File: config.mk
export PLATFORM = sky130hd
export DESIGN_NAME = bounded_list_remove_all_matching
export DESIGN_NICKNAME = d
export VERILOG_FILES = /design/src/rtl/blrm_pkg.sv /design/src/rtl/blrm_cell.sv /design/src/rtl/bounded_list_remove_all_matching.sv
export SDC_FILE = /design/constraint.sdc
export NUM_CORES = 2
export LEC_CHECK = 0
export BUFFER_PORTS_ARGS = -buffer_cell sky130_fd_sc_hd__buf_2
export CAP_MARGIN = 20
export CORE_UTILIZATION = 45
export CTS_BUF_LIST = sky130_fd_sc_hd__clkbuf_4 sky130_fd_sc_hd__clkbuf_8
export CTS_CLUSTER_SIZE = 28
export DETAILED_ROUTE_END_ITERATION = 16
export PLACE_DENSITY_LB_ADDON = 0.08
export SLEW_MARGIN = 20
export SYNTH_ARGS = -nofsm -noshare
export SYNTH_HDL_FRONTEND = slang
export SYNTH_HIERARCHICAL = 1
export SYNTH_SLANG_ARGS = --single-unit
export TNS_END_PERCENT = 10
File: constraint.sdc
create_clock -name clk -period 13.1 [get_ports clk]
set_input_delay 0.655 -clock clk [delete_from_list [all_inputs] [get_ports clk]]
set_output_delay 0.655 -clock clk [all_outputs]
set_load 0.005 [all_outputs]
File: src/rtl/blrm_pkg.sv
`timescale 1ns / 1ps
// Shared types and constants for the bounded list with remove-all-matching.
package blrm_pkg;

	localparam int DEPTH_DEF      = 16;
	localparam int DATA_WIDTH_DEF = 64;

	typedef enum logic [1:0] {
		REQ_PUSH_FRONT = 2'd0,
		REQ_PUSH_BACK  = 2'd1,
		REQ_REMOVE     = 2'd2,
		REQ_READ       = 2'd3
	} req_kind_t;

	typedef enum logic [1:0] {
		STS_OK    = 2'd0,
		STS_FULL  = 2'd1,
		STS_EMPTY = 2'd2,
		STS_RANGE = 2'd3
	} status_t;

	typedef enum logic {
		FSM_IDLE,
		FSM_REMOVE
	} fsm_t;

	typedef struct packed {
		req_kind_t          req_type;
		logic signed [63:0] value;
		logic [3:0]         read_index;
	} req_t;

	typedef struct packed {
		status_t            status;
		logic [4:0]         removed_count;
		logic [4:0]         list_length;
		logic signed [63:0] read_value;
	} rsp_t;

	typedef struct packed {
		logic shl;
		logic shr;
	} cell_ctl_t;

endpackage

File: src/rtl/blrm_cell.sv
`timescale 1ns / 1ps
// One list cell: holds an entry, loads from the bus or from either neighbor.
module blrm_cell #(
	parameter int DATA_WIDTH = blrm_pkg::DATA_WIDTH_DEF
) (
	input  logic                  clk,
	input  blrm_pkg::cell_ctl_t   ctl,
	input  logic                  wr,
	input  logic [DATA_WIDTH-1:0] bus,
	input  logic [DATA_WIDTH-1:0] left,
	input  logic [DATA_WIDTH-1:0] right,
	output logic [DATA_WIDTH-1:0] data
);

	logic [DATA_WIDTH-1:0] data_q;

	always_ff @(posedge clk) begin
		if (wr) begin
			data_q <= bus;
		end else if (ctl.shr) begin
			data_q <= left;
		end else if (ctl.shl) begin
			data_q <= right;
		end
	end

	assign data = data_q;

endmodule

File: src/rtl/bounded_list_remove_all_matching.sv
`timescale 1ns / 1ps
// Ordered list of up to DEPTH signed values kept in a row of shifting cells.
// Push front, push back and read are answered at once: the request beat is
// taken and its result beat is registered on the same edge. Remove-all-matching
// on a list of L entries visits each entry once after the request beat: the entries
// rotate through the head cell one per cycle, the head is compared with the
// key, and kept entries are written back at the tail, so order is preserved.
// No request beat is taken while a remove is running or while a result beat
// is held stalled. Read index reaches the first 16 positions.
module bounded_list_remove_all_matching #(
	parameter int DEPTH      = blrm_pkg::DEPTH_DEF,
	parameter int DATA_WIDTH = blrm_pkg::DATA_WIDTH_DEF
) (
	input  logic           clk,
	input  logic           arst_n,
	input  logic           req_valid,
	output logic           req_stall,
	input  blrm_pkg::req_t req,
	output logic           rsp_valid,
	input  logic           rsp_stall,
	output blrm_pkg::rsp_t rsp
);

	localparam int LW   = $clog2(DEPTH + 1);
	localparam int IW   = $clog2(DEPTH);
	localparam int RD_N = (DEPTH < 16) ? DEPTH : 16;

	blrm_pkg::fsm_t      state_q, state_d;
	logic [LW-1:0]       len_q, len_d;
	logic [LW-1:0]       steps_q, steps_d;
	logic [LW-1:0]       rmcnt_q, rmcnt_d;
	logic [DATA_WIDTH-1:0] key_q, key_d;
	logic                rsp_valid_q, rsp_valid_d;
	blrm_pkg::rsp_t      rsp_q, rsp_d;

	blrm_pkg::cell_ctl_t ctl;
	logic                wr_en;
	logic [IW-1:0]       wr_idx;
	logic [DATA_WIDTH-1:0] bus;
	logic [DATA_WIDTH-1:0] cell_d [DEPTH];
	logic [DEPTH-1:0]    cell_wr;
	logic [DATA_WIDTH-1:0] rd_raw;
	logic [DATA_WIDTH-1:0] head;
	logic                hit;
	logic                full;
	logic                accept;

	assign req_stall = (state_q != blrm_pkg::FSM_IDLE) || (rsp_valid_q && rsp_stall);
	assign accept    = req_valid && !req_stall;
	assign head      = cell_d[0];
	assign hit       = (head == key_q);
	assign full      = (len_q >= LW'(DEPTH));

	always_comb begin
		rd_raw = '0;
		for (int k = 0; k < RD_N; k++) begin
			if (req.read_index == 4'(k)) begin
				rd_raw = cell_d[k];
			end
		end
	end

	always_comb begin
		state_d     = state_q;
		len_d       = len_q;
		steps_d     = steps_q;
		rmcnt_d     = rmcnt_q;
		key_d       = key_q;
		rsp_valid_d = rsp_valid_q && rsp_stall;
		rsp_d       = rsp_q;
		ctl         = '0;
		wr_en       = 1'b0;
		wr_idx      = IW'(len_q);
		bus         = DATA_WIDTH'(req.value);
		case (state_q)
			blrm_pkg::FSM_IDLE: begin
				if (accept) begin
					rsp_d.status        = blrm_pkg::STS_OK;
					rsp_d.removed_count = '0;
					rsp_d.read_value    = '0;
					rsp_valid_d         = 1'b1;
					case (req.req_type)
						blrm_pkg::REQ_PUSH_FRONT: begin
							if (full) begin
								rsp_d.status = blrm_pkg::STS_FULL;
							end else begin
								ctl.shr = 1'b1;
								len_d   = len_q + LW'(1);
							end
						end
						blrm_pkg::REQ_PUSH_BACK: begin
							if (full) begin
								rsp_d.status = blrm_pkg::STS_FULL;
							end else begin
								wr_en = 1'b1;
								len_d = len_q + LW'(1);
							end
						end
						blrm_pkg::REQ_REMOVE: begin
							if (len_q == '0) begin
								rsp_d.status = blrm_pkg::STS_EMPTY;
							end else begin
								rsp_valid_d = 1'b0;
								state_d     = blrm_pkg::FSM_REMOVE;
								key_d       = DATA_WIDTH'(req.value);
								steps_d     = len_q;
								rmcnt_d     = '0;
							end
						end
						default: begin
							if ((LW + 4)'(req.read_index) >= (LW + 4)'(len_q)) begin
								rsp_d.status = blrm_pkg::STS_RANGE;
							end else begin
								rsp_d.read_value = 64'($signed(rd_raw));
							end
						end
					endcase
					rsp_d.list_length = 5'(len_d);
				end
			end
			blrm_pkg::FSM_REMOVE: begin
				ctl.shl = 1'b1;
				bus     = head;
				wr_idx  = IW'(len_q - LW'(1));
				if (hit) begin
					len_d   = len_q - LW'(1);
					rmcnt_d = rmcnt_q + LW'(1);
				end else begin
					wr_en = 1'b1;
				end
				steps_d = steps_q - LW'(1);
				if (steps_q == LW'(1)) begin
					state_d             = blrm_pkg::FSM_IDLE;
					rsp_valid_d         = 1'b1;
					rsp_d.status        = blrm_pkg::STS_OK;
					rsp_d.removed_count = 5'(rmcnt_d);
					rsp_d.list_length   = 5'(len_d);
					rsp_d.read_value    = '0;
				end
			end
			default: begin
				state_d = blrm_pkg::FSM_IDLE;
			end
		endcase
	end

	always_ff @(posedge clk or negedge arst_n) begin
		if (!arst_n) begin
			state_q     <= blrm_pkg::FSM_IDLE;
			len_q       <= '0;
			steps_q     <= '0;
			rmcnt_q     <= '0;
			rsp_valid_q <= 1'b0;
		end else begin
			state_q     <= state_d;
			len_q       <= len_d;
			steps_q     <= steps_d;
			rmcnt_q     <= rmcnt_d;
			rsp_valid_q <= rsp_valid_d;
		end
	end

	always_ff @(posedge clk) begin
		key_q <= key_d;
		rsp_q <= rsp_d;
	end

	for (genvar k = 0; k < DEPTH; k++) begin : g_cell
		assign cell_wr[k] = wr_en && (wr_idx == IW'(k));
		blrm_cell #(
			.DATA_WIDTH(DATA_WIDTH)
		) u_cell (
			.clk  (clk),
			.ctl  (ctl),
			.wr   (cell_wr[k]),
			.bus  (bus),
			.left ((k == 0) ? bus : cell_d[(k == 0) ? 0 : k - 1]),
			.right((k == DEPTH - 1) ? cell_d[k] : cell_d[(k == DEPTH - 1) ? k : k + 1]),
			.data (cell_d[k])
		);
	end

	assign rsp_valid = rsp_valid_q;
	assign rsp       = rsp_q;

endmodule

==> impl_metrics.ini <==
[place]
io_buffers = 151
dp_slack_ns = 6.739
place_congestion = 0.9004
hpwl_um = 155300
placed_area_um2 = 69530

[worst_setup_path]
cp.arrival_ns = 7.18
rr_startpoint = state_q
crit_buf_inv = 3
criticalPathCategory = reg -> reg
cp_common_cell = buf_12
worstReg2RegEnd = g_cell[5].u_cell/data[61]
cp_top_family = buffers and inverters
critPathRequiredTime_ns = 13.66
end_kind = flop
endpoint = g_cell[5].u_cell/data[61]
r2r_cells = 8
path_depth = 8
crit_start = state_q
critPathMaxFanout = 138
crit_path_start_kind = flop
timing.critical_path.cells = nand2b_1 > a21oi_1 > nand2_1 > nor2_4 > buf_12 > buf_12 > or3_4 > buf_4
cpPeakStageDelay_ns = 0.83
slowest_stage = buf_4
rrSetupSlack_ns = 6.49

[logic_synthesis]
synth-seq-cells = 1181
synth_area_leaders = edfxtp_1 (51%), mux2i_1 (16%), o21ai_1 (7.5%)
netlist_area_um2 = 67930
synth_top_area_share_pct = 51.45
synthCells = 6212
synth_cell_types = 74
yosysMostFrequentCell = edfxtp_1
yosys_warnings = 6
synthFlopType = edfxtp_1
yosysSeqAreaShare_pct = 52.08
synth.cells.most_frequent = edfxtp_1 (1164), nand2_1 (1146), mux2i_1 (1089), o21ai_1 (1024), clkbuf_1 (217)
async_reset_ff_share_pct = 1.439
syn_avg_cell_area_um2 = 10.94
netlist.top_cell.by_area = edfxtp_1
synth-edff-count = 1164
syn-num-nets = 6296

[clocking]
clock-root-buffer = clkbuf_8
numCtsBuffers = 215
cts_htree_levels = 4
post-cts-setup-buffers = 0
cts.sinks = 1181
clk_pin_slew_ns = 0.06
cts_tree = yes
clk_latency_ns = 0.98
cts_max_path_buffers = 3

[sta]
hold_violations = 0
grt_setup_unrepaired = false
slew_headroom_pct = 21.59
setup_tns_ns = 0
slew_violations = 0
worst_pin_slew_ns = 1.176
clock.fmax_mhz = 151.2
fin_crit_ns = 6.612
post-route-period-util_pct = 50.47
setup_violations = 0
fin_hold_ws_ns = 0.08499
finClkSkew_ns = 0.05483
setup_ws_ns = 6.488

[routing]
first_pass_iters = 6
antenna_left = 0
drt_wl_total_um = 269300
drtIter0Drc = 8470
post_drt_wl_per_cell_um = 31.95
route.vias.total = 54630
drc = 0
vias_per_cell = 6.483

[cells_and_area]
final_util_pct = 49.58
drive_gt1_share_pct = 12.54
area_growth_pct = 9.307
nets = 6325
stdcell_area_um2 = 74250
nFillCells = 13490

[global_routing]
grt_pass1_vias = 49960
antenna_found_initial = 12
grt_max_degree = 139
gr-total-overflow = 0
grt_pass1_wl_um = 377700
track_usage_pct = 34.54

[job]
maxCapViolCount = 0

[power_and_ir_drop]
cell_internal_pwr_w = 0.01046
p_clk_share_pct = 20.2
combPwrFrac_pct = 30.2
power.density_nw_per_um2 = 235.4
p_seq_share_pct = 49.6
vdd_drop_max_mv = 0.1733
p_switching_w = 0.007021
p_leak_nw = 22.75
netSwitchingFraction_pct = 40.17

[die]
die-area_um2 = 152500
die_w_um = 390.5
core_area_um2 = 149800
chipHeight_um = 390.5
ios = 152
rows = 142
start_util_pct = 45.36

[run_status]
status = finished, final reports clean

[worst_hold_path]
min_path_type = in -> reg
[final cells by class]
type                    instances  area, um2  area share (%)
flip-flops and latches       1181      35380           47.65
multi-input cells            4490      29690           39.99
clock buffers                 312       3725           5.016
well taps                    2016       2522           3.397
repair buffers                329       2432           3.276
clock inverters                69      390.4          0.5257
inverters                      24      91.34          0.1230
diodes                          6      15.01         0.02022
[worst min-delay path by stage]
stage	from	to	slack [ns]	depth (start not counted)
final	req[14]	key_q[10]	0.08	1
after global routing	req[60]	key_q[56]	0.04	1
after CTS	req[50]	key_q[46]	0.0006	1
after detailed placement	rmcnt_q[1]	rmcnt_q[1]	0.52	1
after global placement	rmcnt_q[1]	rmcnt_q[1]	0.52	1
after floorplan	arst_n	len_q[0]	0.36	0
[registers in the layout, summed over array words and instances (netlist names)]
signal	count
g_cell.u_cell/data	1024
len_q	5
steps_q	5
key_q	64
rsp	76
rmcnt_q	5
rsp_valid	1
state_q	1
[cell usage in the layout, fill, tap and decap left out, types with 15 or more instances in the layout]
cell type	instances
buf_4	107
a22oi_1	140
a21oi_1	160
or3_4	16
clkinv_1	53
o21ai_1	1024
o22ai_1	161
a2bb2oi_1	21
xor2_1	65
nand2_1	1144
a221oi_1	16
edfxtp_1	1164
nor4_1	27
clkbuf_8	221
clkbuf_4	91
inv_1	20
nor2_1	111
o22a_1	20
mux2_2	78
o211ai_1	19
a2111oi_2	35
a31o_1	17
buf_2	147
o21ai_0	62
nor3_1	20
dlygate4sd3_1	59
mux2i_1	1089
nand3_1	28
o31ai_1	15
dfrtp_1	16
[routing by layer]
| metal | vias up | GRT usage (%) | part of all wire [%] |
|---|---|---|---|
| met5 | - | 0 | 0.017 |
| met1 | 26980 | 50.44 | 42 |
| met3 | 514 | 8.512 | 12 |
| met2 | 3677 | 49.41 | 42 |
| li1 | 23460 | - | - |
| met4 | 6 | 12.30 | 3.5 |
[per-stage QoR]
stage,cells,power (W)
4_1_cts,8421,0.01735
6_report,8427,0.01748
2_1_floorplan,6212,0.01130
3_3_place_gp,7981,0.01366
3_5_place_dp,7981,0.01379
5_1_grt,8422,0.01823
[cells by family (layout without fill, tap and decap cells)]
family                   Yosys count  in the layout  synth area share, %
AO/OA/AOI/OAI                   1785           1785                15.45
AND/OR/NAND/NOR                 1440           1440                8.714
multiplexers                    1181           1181                17.80
flip-flops                      1181           1181                52.08
buffers and inverters            541            734                4.811
XOR/XNOR                          74             74               0.9541
adder cells (fa/ha/maj)           10             10               0.1842
other                              0              6                    0
[power groups by stage]
stage                     registers [W]  logic, W  clock network, W
after CTS                       0.00860   0.00516           0.00358
after detailed placement        0.00865   0.00514                 0
after global placement          0.00863   0.00503                 0
final                           0.00867   0.00528           0.00353
after floorplan                 0.00798   0.00332                 0
after global routing            0.00888   0.00564           0.00372
[what timing repair did]
| item | CTS | global route |
|---|---|---|
| hold endpoints to repair | 74 | 0 |
| gates resized for setup | 0 | 0 |
| hold buffers | 59 | 0 |
Power figures use the tool's default switching activity.
